### src/rtl/core/averaging_flash_ring_logger_core_assert.svh
// Assertion macros used by the logger core.
// Each macro expects clk and arst_n in the scope where it is used.
`ifndef AVERAGING_FLASH_RING_LOGGER_CORE_ASSERT_SVH
`define AVERAGING_FLASH_RING_LOGGER_CORE_ASSERT_SVH
`ifndef ASSERT_OFF
`define AFLR_ASSERT_HOLDS(label, cond) \
	label: assert property (@(posedge clk) disable iff (!arst_n) (cond)) \
		else $error("logger invariant violated");
`define AFLR_ASSERT_IMPLIES(label, ante, cons) \
	label: assert property (@(posedge clk) disable iff (!arst_n) (ante) |-> (cons)) \
		else $error("logger implication violated");
`define AFLR_ASSERT_NEXT(label, ante, cons) \
	label: assert property (@(posedge clk) disable iff (!arst_n) (ante) |=> (cons)) \
		else $error("logger sequence violated");
`else
`define AFLR_ASSERT_HOLDS(label, cond)
`define AFLR_ASSERT_IMPLIES(label, ante, cons)
`define AFLR_ASSERT_NEXT(label, ante, cons)
`endif
`endif

### src/rtl/core/aflr_pkg.sv
`default_nettype none
package aflr_pkg;

	// Flash geometry
	localparam int SECTOR_BYTES       = 4096;
	localparam int RECORD_BYTES       = 10;
	localparam int HEADER_BYTES       = 6;
	localparam int RECORDS_PER_SECTOR = 409;
	localparam int SECTOR_SHIFT       = $clog2(SECTOR_BYTES);

	// Field widths
	localparam int VAL_W      = 16;
	localparam int TIME_W     = 32;
	localparam int SUM_W      = 32;
	localparam int ADDR_W     = 24;
	localparam int WIDE_W     = 32;
	localparam int AVG_W      = 8;
	localparam int SEC_W      = 12;
	localparam int SEC_END_W  = 13;
	localparam int MAGIC_W    = 32;
	localparam int CFG_IDX_W  = 2;
	localparam int CFG_DATA_W = 32;
	localparam int IN_DATA_W  = 80;
	localparam int OUT_DATA_W = 104;
	localparam int RIS_W      = $clog2(RECORDS_PER_SECTOR);
	localparam int DIV_CNT_W  = $clog2(SUM_W);

	// Reset values of the registers
	localparam int AVG_RESET   = 1;
	localparam int FIRST_RESET = 64;
	localparam int END_RESET   = 116;
	localparam int MAGIC_RESET = 0;
	localparam logic [ADDR_W-1:0] WADDR_RESET =
		ADDR_W'(FIRST_RESET * SECTOR_BYTES + HEADER_BYTES);

	// Unknown time is stored one below all ones
	localparam logic [TIME_W-1:0] TIME_UNKNOWN  = '1;
	localparam logic [TIME_W-1:0] TIME_REPLACED = TIME_UNKNOWN - TIME_W'(1);

	typedef enum logic [1:0] {
		OP_WRITE_RECORD = 2'd0,
		OP_CLOSE_FLAG   = 2'd1,
		OP_ERASE_SECTOR = 2'd2,
		OP_WRITE_ID     = 2'd3
	} flash_op_t;

	typedef enum logic [CFG_IDX_W-1:0] {
		REG_AVG_COUNT    = 2'd0,
		REG_FIRST_SECTOR = 2'd1,
		REG_END_SECTOR   = 2'd2,
		REG_SECTOR_MAGIC = 2'd3
	} cfg_reg_t;

	typedef enum logic [1:0] {
		ST_IDLE,
		ST_DIVIDE,
		ST_EMIT
	} state_t;

	// Control of the bit-serial divider lanes
	typedef struct packed {
		logic load;
		logic step;
	} div_ctl_t;

endpackage
`default_nettype wire

### src/rtl/core/averaging_flash_ring_logger_core.sv
`default_nettype none
// Averaging flash ring logger.
// s_axis carries one sensor sample per request; m_axis carries flash operations
// (record write, close flag, sector erase, sector id write), tlast on the final
// operation caused by a sample. cfg_we/cfg_index/cfg_wdata write the averaging
// count, region bounds and sector id word; write them only while idle.
// A sample taken with avg_count of 1 is logged directly as 1 or 4 operations,
// one per cycle while m_axis_tready allows. Otherwise the sample is summed; a
// sample that does not complete a record (or arrives with radio_busy) is
// accepted and yields nothing. A completing sample runs the three bit-serial
// dividers, one quotient bit per cycle, and its record is then emitted.
// The next sample is taken once the last operation sits in the output register.
// Reset clears the sums and counts, loads the register defaults and points the
// write address just past the header of the default first sector.
// When m_axis_tready is low, the output register holds and emission waits;
// s_axis_tready stays low until every operation of the sample is in the output register.
module averaging_flash_ring_logger_core (
	input  wire logic                                clk,
	input  wire logic                                arst_n,
	input  wire logic                                s_axis_tvalid,
	output logic                                     s_axis_tready,
	// primary_value, signed_value, third_value, timestamp
	input  wire logic [aflr_pkg::IN_DATA_W-1:0]      s_axis_tdata,
	// radio_busy
	input  wire logic [0:0]                          s_axis_tuser,
	output logic                                     m_axis_tvalid,
	input  wire logic                                m_axis_tready,
	// flash_address, rec_time, rec_primary, rec_signed, rec_third
	output logic      [aflr_pkg::OUT_DATA_W-1:0]     m_axis_tdata,
	// flash_op
	output logic      [1:0]                          m_axis_tuser,
	output logic                                     m_axis_tlast,
	input  wire logic                                cfg_we,
	input  wire logic [aflr_pkg::CFG_IDX_W-1:0]      cfg_index,
	input  wire logic [aflr_pkg::CFG_DATA_W-1:0]     cfg_wdata
);

	`include "averaging_flash_ring_logger_core_assert.svh"

	localparam int VAL_W     = aflr_pkg::VAL_W;
	localparam int TIME_W    = aflr_pkg::TIME_W;
	localparam int SUM_W     = aflr_pkg::SUM_W;
	localparam int ADDR_W    = aflr_pkg::ADDR_W;
	localparam int WIDE_W    = aflr_pkg::WIDE_W;
	localparam int AVG_W     = aflr_pkg::AVG_W;
	localparam int SEC_W     = aflr_pkg::SEC_W;
	localparam int SEC_END_W = aflr_pkg::SEC_END_W;
	localparam int MAGIC_W   = aflr_pkg::MAGIC_W;
	localparam int RIS_W     = aflr_pkg::RIS_W;
	localparam int DIV_CNT_W = aflr_pkg::DIV_CNT_W;
	localparam int SHIFT     = aflr_pkg::SECTOR_SHIFT;

	// Configuration
	logic [AVG_W-1:0]     avg_q;
	logic [SEC_W-1:0]     first_q;
	logic [SEC_END_W-1:0] end_q;
	logic [MAGIC_W-1:0]   magic_q;

	// Averaging and ring state
	logic [SUM_W-1:0]  sum_p_q, sum_s_q, sum_t_q, cnt_q;
	logic [ADDR_W-1:0] wa_q;
	logic [RIS_W-1:0]  records_q;

	aflr_pkg::state_t     state_q, state_d;
	logic [DIV_CNT_W-1:0] div_cnt_q;
	aflr_pkg::flash_op_t  idx_q;

	// Held request
	logic [TIME_W-1:0] ts_q;
	logic [VAL_W-1:0]  rec_p_q, rec_s_q, rec_t_q;
	logic              avg_rec_q;
	logic              neg_q;

	// Output register
	logic                out_valid_q;
	aflr_pkg::flash_op_t out_op_q;
	logic [ADDR_W-1:0]   out_addr_q;
	logic [TIME_W-1:0]   out_time_q;
	logic [VAL_W-1:0]    out_p_q, out_s_q, out_t_q;
	logic                out_last_q;

	// Request fields
	logic [VAL_W-1:0]  in_p, in_s, in_t;
	logic [TIME_W-1:0] in_ts;
	logic              in_busy;

	logic              accept;
	logic              direct;
	logic              defer;
	logic [SUM_W-1:0]  sum_p_nx, sum_s_nx, sum_t_nx, cnt_nx;
	logic [SUM_W-1:0]  mag_num, mag_den;

	aflr_pkg::div_ctl_t div_ctl;
	logic [VAL_W-1:0]   quo_p, quo_s, quo_t;
	logic [VAL_W-1:0]   fin_p, fin_s, fin_t;

	logic              div_last;
	logic              out_load;
	logic              out_last;
	logic              close;
	logic [WIDE_W-1:0] addr_x, next_rec_x, base_x, nxt_x, start_x, end_x, sel_x;
	logic [ADDR_W-1:0] nxt_addr, close_addr, wa_nx;
	logic [ADDR_W-1:0] em_addr;
	logic [TIME_W-1:0] em_time;
	logic [VAL_W-1:0]  em_p, em_s, em_t;

	// Unpack the request
	assign in_p    = s_axis_tdata[15:0];
	assign in_s    = s_axis_tdata[31:16];
	assign in_t    = s_axis_tdata[47:32];
	assign in_ts   = s_axis_tdata[79:48];
	assign in_busy = s_axis_tuser[0];

	// Running sums with the new sample
	always_comb begin
		sum_p_nx = sum_p_q + SUM_W'(in_p);
		sum_s_nx = sum_s_q + {{(SUM_W-VAL_W){in_s[VAL_W-1]}}, in_s};
		sum_t_nx = sum_t_q + SUM_W'(in_t);
		cnt_nx   = (&cnt_q) ? cnt_q : cnt_q + SUM_W'(1);
		direct   = avg_q == AVG_W'(aflr_pkg::AVG_RESET);
		defer    = (SUM_W'(avg_q) > cnt_nx) || in_busy;
		mag_num  = sum_s_nx[SUM_W-1] ? -sum_s_nx : sum_s_nx;
		mag_den  = cnt_nx[SUM_W-1] ? -cnt_nx : cnt_nx;
	end

	// Ring addressing for the pending record
	always_comb begin
		addr_x     = WIDE_W'(wa_q);
		next_rec_x = addr_x + WIDE_W'(aflr_pkg::RECORD_BYTES);
		close      = (records_q >= RIS_W'(aflr_pkg::RECORDS_PER_SECTOR - 1))
			|| (next_rec_x[WIDE_W-1:SHIFT] != addr_x[WIDE_W-1:SHIFT]);
		base_x     = addr_x & ~WIDE_W'(aflr_pkg::SECTOR_BYTES - 1);
		nxt_x      = base_x + WIDE_W'(aflr_pkg::SECTOR_BYTES);
		start_x    = WIDE_W'(first_q) << SHIFT;
		end_x      = WIDE_W'(end_q) << SHIFT;
		if (nxt_x >= end_x) begin
			sel_x = start_x;
		end else if (nxt_x < start_x) begin
			sel_x = end_x - WIDE_W'(aflr_pkg::SECTOR_BYTES);
		end else begin
			sel_x = nxt_x;
		end
		nxt_addr   = sel_x[ADDR_W-1:0] & ~ADDR_W'(aflr_pkg::SECTOR_BYTES - 1);
		close_addr = base_x[ADDR_W-1:0] + ADDR_W'(aflr_pkg::HEADER_BYTES - 2);
		wa_nx      = close ? nxt_addr + ADDR_W'(aflr_pkg::HEADER_BYTES)
			: next_rec_x[ADDR_W-1:0];
	end

	// Record values: divider quotients for averaged records
	always_comb begin
		fin_p = avg_rec_q ? quo_p : rec_p_q;
		fin_s = avg_rec_q ? (neg_q ? -quo_s : quo_s) : rec_s_q;
		fin_t = avg_rec_q ? quo_t : rec_t_q;
	end

	// Select the fields of the current operation
	always_comb begin
		em_addr = nxt_addr;
		em_time = '0;
		em_p    = '0;
		em_s    = '0;
		em_t    = '0;
		case (idx_q)
			aflr_pkg::OP_WRITE_RECORD: begin
				em_addr = wa_q;
				em_time = ts_q;
				em_p    = fin_p;
				em_s    = fin_s;
				em_t    = fin_t;
			end
			aflr_pkg::OP_CLOSE_FLAG: begin
				em_addr = close_addr;
			end
			aflr_pkg::OP_ERASE_SECTOR: begin
				em_addr = nxt_addr;
			end
			aflr_pkg::OP_WRITE_ID: begin
				em_addr = nxt_addr;
				em_time = magic_q;
			end
			default: begin
				em_addr = nxt_addr;
			end
		endcase
		out_last = close ? (idx_q == aflr_pkg::OP_WRITE_ID)
			: (idx_q == aflr_pkg::OP_WRITE_RECORD);
	end

	// Next state
	always_comb begin
		state_d = state_q;
		case (state_q)
			aflr_pkg::ST_IDLE: begin
				if (s_axis_tvalid) begin
					if (direct) begin
						state_d = aflr_pkg::ST_EMIT;
					end else if (!defer) begin
						state_d = aflr_pkg::ST_DIVIDE;
					end
				end
			end
			aflr_pkg::ST_DIVIDE: begin
				if (div_last) begin
					state_d = aflr_pkg::ST_EMIT;
				end
			end
			aflr_pkg::ST_EMIT: begin
				if ((!out_valid_q || m_axis_tready) && out_last) begin
					state_d = aflr_pkg::ST_IDLE;
				end
			end
			default: begin
				state_d = aflr_pkg::ST_IDLE;
			end
		endcase
	end

	// Handshake and divider control
	always_comb begin
		s_axis_tready = state_q == aflr_pkg::ST_IDLE;
		accept        = s_axis_tvalid && s_axis_tready;
		div_last      = div_cnt_q == DIV_CNT_W'(SUM_W - 1);
		div_ctl.load  = accept && !direct && !defer;
		div_ctl.step  = state_q == aflr_pkg::ST_DIVIDE;
		out_load      = (state_q == aflr_pkg::ST_EMIT) && (!out_valid_q || m_axis_tready);
	end

	// Configuration registers
	always_ff @(posedge clk or negedge arst_n) begin
		if (!arst_n) begin
			avg_q   <= AVG_W'(aflr_pkg::AVG_RESET);
			first_q <= SEC_W'(aflr_pkg::FIRST_RESET);
			end_q   <= SEC_END_W'(aflr_pkg::END_RESET);
			magic_q <= MAGIC_W'(aflr_pkg::MAGIC_RESET);
		end else if (cfg_we) begin
			case (aflr_pkg::cfg_reg_t'(cfg_index))
				aflr_pkg::REG_AVG_COUNT:    avg_q   <= cfg_wdata[AVG_W-1:0];
				aflr_pkg::REG_FIRST_SECTOR: first_q <= cfg_wdata[SEC_W-1:0];
				aflr_pkg::REG_END_SECTOR:   end_q   <= cfg_wdata[SEC_END_W-1:0];
				aflr_pkg::REG_SECTOR_MAGIC: magic_q <= cfg_wdata[MAGIC_W-1:0];
				default: begin
				end
			endcase
		end
	end

	// Sequencer, sums and ring position
	always_ff @(posedge clk or negedge arst_n) begin
		if (!arst_n) begin
			state_q     <= aflr_pkg::ST_IDLE;
			div_cnt_q   <= '0;
			idx_q       <= aflr_pkg::OP_WRITE_RECORD;
			out_valid_q <= 1'b0;
			sum_p_q     <= '0;
			sum_s_q     <= '0;
			sum_t_q     <= '0;
			cnt_q       <= '0;
			wa_q        <= aflr_pkg::WADDR_RESET;
			records_q   <= '0;
		end else begin
			state_q <= state_d;
			// Accumulate or clear the sums
			if (accept && !direct) begin
				if (defer) begin
					sum_p_q <= sum_p_nx;
					sum_s_q <= sum_s_nx;
					sum_t_q <= sum_t_nx;
					cnt_q   <= cnt_nx;
				end else begin
					sum_p_q <= '0;
					sum_s_q <= '0;
					sum_t_q <= '0;
					cnt_q   <= '0;
				end
			end
			// Count divider steps
			if (div_ctl.load) begin
				div_cnt_q <= '0;
			end else if (div_ctl.step) begin
				div_cnt_q <= div_cnt_q + DIV_CNT_W'(1);
			end
			// Advance through the operations of the request
			if (out_load) begin
				idx_q <= out_last ? aflr_pkg::OP_WRITE_RECORD
					: aflr_pkg::flash_op_t'(idx_q + 2'd1);
				if (out_last) begin
					wa_q      <= wa_nx;
					records_q <= close ? '0 : records_q + RIS_W'(1);
				end
			end
			// Output register valid
			if (out_load) begin
				out_valid_q <= 1'b1;
			end else if (m_axis_tready) begin
				out_valid_q <= 1'b0;
			end
		end
	end

	// Hold the request payload
	always_ff @(posedge clk) begin
		if (accept) begin
			ts_q      <= (in_ts == aflr_pkg::TIME_UNKNOWN) ? aflr_pkg::TIME_REPLACED : in_ts;
			rec_p_q   <= in_p;
			rec_s_q   <= in_s;
			rec_t_q   <= in_t;
			avg_rec_q <= !direct;
			neg_q     <= sum_s_nx[SUM_W-1] ^ cnt_nx[SUM_W-1];
		end
	end

	// Load the output register
	always_ff @(posedge clk) begin
		if (out_load) begin
			out_op_q   <= idx_q;
			out_addr_q <= em_addr;
			out_time_q <= em_time;
			out_p_q    <= em_p;
			out_s_q    <= em_s;
			out_t_q    <= em_t;
			out_last_q <= out_last;
		end
	end

	// Bit-serial dividers: unsigned primary, signed magnitude, unsigned third
	aflr_div_lane u_div_p (
		.clk      (clk),
		.ctl      (div_ctl),
		.dividend (sum_p_nx),
		.divisor  (cnt_nx),
		.quotient (quo_p)
	);

	aflr_div_lane u_div_s (
		.clk      (clk),
		.ctl      (div_ctl),
		.dividend (mag_num),
		.divisor  (mag_den),
		.quotient (quo_s)
	);

	aflr_div_lane u_div_t (
		.clk      (clk),
		.ctl      (div_ctl),
		.dividend (sum_t_nx),
		.divisor  (cnt_nx),
		.quotient (quo_t)
	);

	assign m_axis_tvalid = out_valid_q;
	assign m_axis_tdata  = {out_t_q, out_s_q, out_p_q, out_time_q, out_addr_q};
	assign m_axis_tuser  = out_op_q;
	assign m_axis_tlast  = out_last_q;

	`AFLR_ASSERT_HOLDS(a_records_bound, records_q <= RIS_W'(aflr_pkg::RECORDS_PER_SECTOR - 1))
	`AFLR_ASSERT_HOLDS(a_addr_past_header, wa_q[SHIFT-1:0] >= SHIFT'(aflr_pkg::HEADER_BYTES))
	`AFLR_ASSERT_IMPLIES(a_open_sector_single, (state_q == aflr_pkg::ST_EMIT) && !close, idx_q == aflr_pkg::OP_WRITE_RECORD)
	`AFLR_ASSERT_NEXT(a_last_returns_idle, out_load && out_last, state_q == aflr_pkg::ST_IDLE)

endmodule
`default_nettype wire

### src/rtl/core/aflr_div_lane.sv
`default_nettype none
// Restoring divider, one quotient bit per step; keeps the low quotient bits.
module aflr_div_lane (
	input  wire logic                          clk,
	input  wire aflr_pkg::div_ctl_t            ctl,
	input  wire logic [aflr_pkg::SUM_W-1:0]    dividend,
	input  wire logic [aflr_pkg::SUM_W-1:0]    divisor,
	output logic      [aflr_pkg::VAL_W-1:0]    quotient
);

	localparam int SUM_W = aflr_pkg::SUM_W;
	localparam int VAL_W = aflr_pkg::VAL_W;

	logic [SUM_W-1:0] dvd_q;
	logic [SUM_W-1:0] dsr_q;
	logic [SUM_W-1:0] rem_q;
	logic [VAL_W-1:0] quo_q;
	logic [SUM_W:0]   rem_sh;
	logic [SUM_W:0]   rem_sub;
	logic             fits;

	// Bring down the next dividend bit and trial-subtract
	always_comb begin
		rem_sh  = {rem_q, dvd_q[SUM_W-1]};
		fits    = rem_sh >= {1'b0, dsr_q};
		rem_sub = rem_sh - {1'b0, dsr_q};
	end

	// Load operands or advance one bit
	always_ff @(posedge clk) begin
		if (ctl.load) begin
			dvd_q <= dividend;
			dsr_q <= divisor;
			rem_q <= '0;
			quo_q <= '0;
		end else if (ctl.step) begin
			dvd_q <= {dvd_q[SUM_W-2:0], 1'b0};
			rem_q <= fits ? rem_sub[SUM_W-1:0] : rem_sh[SUM_W-1:0];
			quo_q <= {quo_q[VAL_W-2:0], fits};
		end
	end

	assign quotient = quo_q;

endmodule
`default_nettype wire

### config.mk
export PLATFORM = sky130hd
export DESIGN_NAME = averaging_flash_ring_logger_core
export DESIGN_NICKNAME = d
export VERILOG_FILES = /design/src/rtl/core/aflr_pkg.sv /design/src/rtl/core/averaging_flash_ring_logger_core.sv /design/src/rtl/core/aflr_div_lane.sv
export VERILOG_INCLUDE_DIRS = /design/src /design/src/rtl/core
export SDC_FILE = /design/constraint.sdc
export NUM_CORES = 2
export LEC_CHECK = 0
export BUFFER_PORTS_ARGS = -buffer_cell sky130_fd_sc_hd__clkbuf_2
export CORE_MARGIN = 2
export CORE_UTILIZATION = 29
export CTS_CLUSTER_SIZE = 28
export DETAILED_ROUTE_END_ITERATION = 16
export GPL_ROUTABILITY_DRIVEN = 0
export GPL_TIMING_DRIVEN = 0
export PLACE_DENSITY = 0.52
export SYNTH_ARGS = -nofsm -noshare
export SYNTH_HDL_FRONTEND = slang
export SYNTH_HIERARCHICAL = 1
export SYNTH_SLANG_ARGS = --single-unit
export TNS_END_PERCENT = 50
### constraint.sdc
create_clock -name clk -period 11.59 [get_ports clk]
set_clock_uncertainty 0.15 [all_clocks]
set_input_delay 2.318 -clock clk [delete_from_list [all_inputs] [get_ports clk]]
set_output_delay 2.318 -clock clk [all_outputs]
set_load 0.01 [all_outputs]
==> flow_summary.toml <==
[worst_setup_path]
cp-startpoint = "cnt_q[20]"
r2r_cells = 23
startpoint_type = "register"
critPathKind = "register to register"
crit_arrival_ps = 8880
reg2reg_setup_slack_ps = 2850
cp-endpoint = "u_div_t/dvd_q[8]"
cp-end-kind = "register"
crit_required_ps = 11730
cp_max_fo = 81
rr_endpoint = "u_div_t/dvd_q[8]"
r2r_start = "cnt_q[20]"

[place]
placed_area_mm2 = 0.0475
io_buffers = 227
dp.cells = 6538
dp_hpwl_um = 99500
preCtsSetupSlack_ps = 2510

[timing]
finalHoldViolations = 0
finalSetupViolCount = 0
finalCriticalPeriod_ps = 8740
max_slew_margin = 0.0750
rsz0062_at_grt = "no"
fmax_ghz = 0.114
fin_hold_ws_ps = 326
fin_crit_sh = 0.754
setup_ws_ps = 2850
slew_viol_final = 0
finalSetupTns_ps = 0
tightest_slew_ps = 1390

[synthesis]
synth_cell_types = 110
synthCells = 4283
synth_compound_area_frac = 0.150
synth_edf_count = 380
yosys_register_bits = 759
yosysWarnings = 6
synth_top_family_by_area = "compound AO/OA/AOI/OAI gates"
syn_area_per_cell_um2 = 10.2
synthArstFlopShare = 0.310
synth_fa_ha_area_frac = 0.0613
synth-xor-area-share = 0.0585
syn_area_mm2 = 0.0436
synth-simple-area-share = 0.140
syn-num-nets = 4612
synthMuxAreaShare = 0.0817
ys_seq_area_frac = 0.463
synthFlopType = "edfxtp_1"

[pwr]
ir_drop_v = 0.000154
p_total_mw = 13.1
p_leak_nw = 21.3
powerDensity_mw_per_mm2 = 259

[clock_network]
clk_latency_ps = 700
cts_hold_buf = 0
cts.sinks = 759
postCtsSetupBuffers = 0
htree_levels = 3
cts_tree = "done"
cts_buffer_depth = 3
cts_resized = 0
root_buffer = "clkbuf_16"
cts.reportedPaths.clkPinSlew_ps = 60
cts_buffers = 87

[grt]
overflow = 0
grt_pass1_wl_um = 203000
antenna_found_initial = 7
grt_max_degree = 101
grt_pass1_vias = 32900
track_usage = 0.172

[drt]
dr_total_vias = 33800
drcViolationCount = 0
dr.pass1.iters = 5
dr.first_iter.drc_count = 2616
wl_um = 134000
wire_per_inst_um = 20.0
ant_nets = 0
via_per_inst = 5.03

[min_path]
hp-class = "register to register"

[cells_and_area]
final_cell_mix = "380 x edfxtp_1, 368 x nor2_1, 333 x nand2_1"
final_util = 0.338
nNetsFinal = 4941
drive_above_1_share = 0.148
area_growth_pct = 15.8
stdcell_area_mm2 = 0.0505
final_common_cell = "edfxtp_1"
finalNonFillerCells = 6710

[flow_run]
drv_cap = 0

[floorplan]
fp-row-count = 142
core_mm2 = 0.149
die_w_um = 392
die-area_mm2 = 0.153
die_y_um = 392
ioPinCount = 229
start_util = 0.291

[outcome]
status = "complete, no violations"
where the power goes:
group	internal, mW	switching [mW]
clock network	1.66	1.21
logic	2.44	3.54
registers	3.74	0.473
sequential cells by signal, indices dropped and copies added, names as in the netlist, 23 cells and up:
name           flops
ts_q              32
wa_q              23
cnt_q             32
u_div_t/dsr_q     32
sum_t_q           32
magic_q           32
sum_p_q           32
u_div_p/dsr_q     32
out_time_q        32
u_div_t/rem_q     32
u_div_p/rem_q     32
sum_s_q           32
u_div_s/dsr_q     32
u_div_s/dvd_q     32
u_div_t/dvd_q     32
u_div_p/dvd_q     32
u_div_s/rem_q     32
out_addr_q        23
cell type report:
class                      count  area (um2)
timing repair buffer         240        1410
sequential                   759       20200
tap                         2016        2520
fill                       15300       99000
clock inverter                46         499
buffer                       228        1070
clock buffer                 118        2430
inverter                     245         920
antenna                        7        17.5
multi-input combinational   3051       21400
Yosys cell counts, types with 21 or more instances:
library cell	count	area, um2
o21ai_1	23	115
nor2_1	368	1380
a211oi_1	69	518
buf_1	21	78.8
a21o_1	80	601
o31ai_1	72	541
xor2_1	101	885
o21a_1	32	240
nor3_1	72	360
nand4_1	50	313
o211ai_1	27	203
nand2_1	333	1250
xnor2_1	188	1650
a21oi_1	187	936
and2_1	45	282
mux2i_1	158	1580
nand3_1	99	495
buf_2	24	120
o21ai_0	192	961
mux2_2	174	1960
nor2b_1	59	369
dfrtp_1	226	5660
or3_1	21	131
nand2b_1	28	175
a22oi_1	39	293
inv_1	243	912
nor4_1	24	150
edfxtp_1	380	11400
ha_1	203	2540
a31oi_1	47	294
clkbuf_1	154	578
and3_1	51	319
dfxtp_1	144	2880
kinds of logic (layout without fill, tap and decap cells):
kind of cell / Yosys count / after routing
xor gates and xnor gates: 290 / 290
adders and majority gates: 210 / 210
buffers and inverters: 473 / 877
DFF: 759 / 759
other: 1 / 8
and+or+nand+nor: 1254 / 1254
muxes: 333 / 333
AOI/OAI and AO/OA: 963 / 963
worst max-delay path, cell delays in order, from the launching register on:
cell	delay, ps
dfrtp_1	320
clkbuf_1	280
nand2_1	160
nor3b_2	630
a41oi_1	490
and3_1	360
xor2_1	870
inv_1	410
ha_1	420
a21o_1	110
a21o_1	100
a21oi_1	80
nand2b_1	100
a2bb2oi_1	400
and4_1	320
o2111ai_1	170
nand2b_1	120
buf_2	230
nor2_4	120
buf_6	270
buf_16	260
nor2_1	640
clkbuf_1	650
inv_2	540
metal layers:
metal	routed length, um	track usage	share of wire	vias up
met5	0	0	0	-
met4	3770	0.0508	0.028	0
met3	6350	0.0239	0.047	191
met2	60100	0.270	0.45	821
met1	63800	0.244	0.48	16600
li1	-	-	-	16200
worst min-delay path by stage:
stage | startpoint | end | slack (ps) | depth (start not counted)
final | sum_p_q[12] | sum_p_q[12] | 330 | 2
after global routing | records_q[4] | records_q[4] | 350 | 1
after CTS | sum_p_q[12] | sum_p_q[12] | 330 | 2
after detailed placement | sum_p_q[12] | sum_p_q[12] | 320 | 2
after global placement | sum_p_q[12] | sum_p_q[12] | 310 | 2
after floorplan | u_div_p/rem_q[31] | u_div_p/rem_q[31] | 290 | 2
No activity file was read; power rests on OpenSTA's default activity.
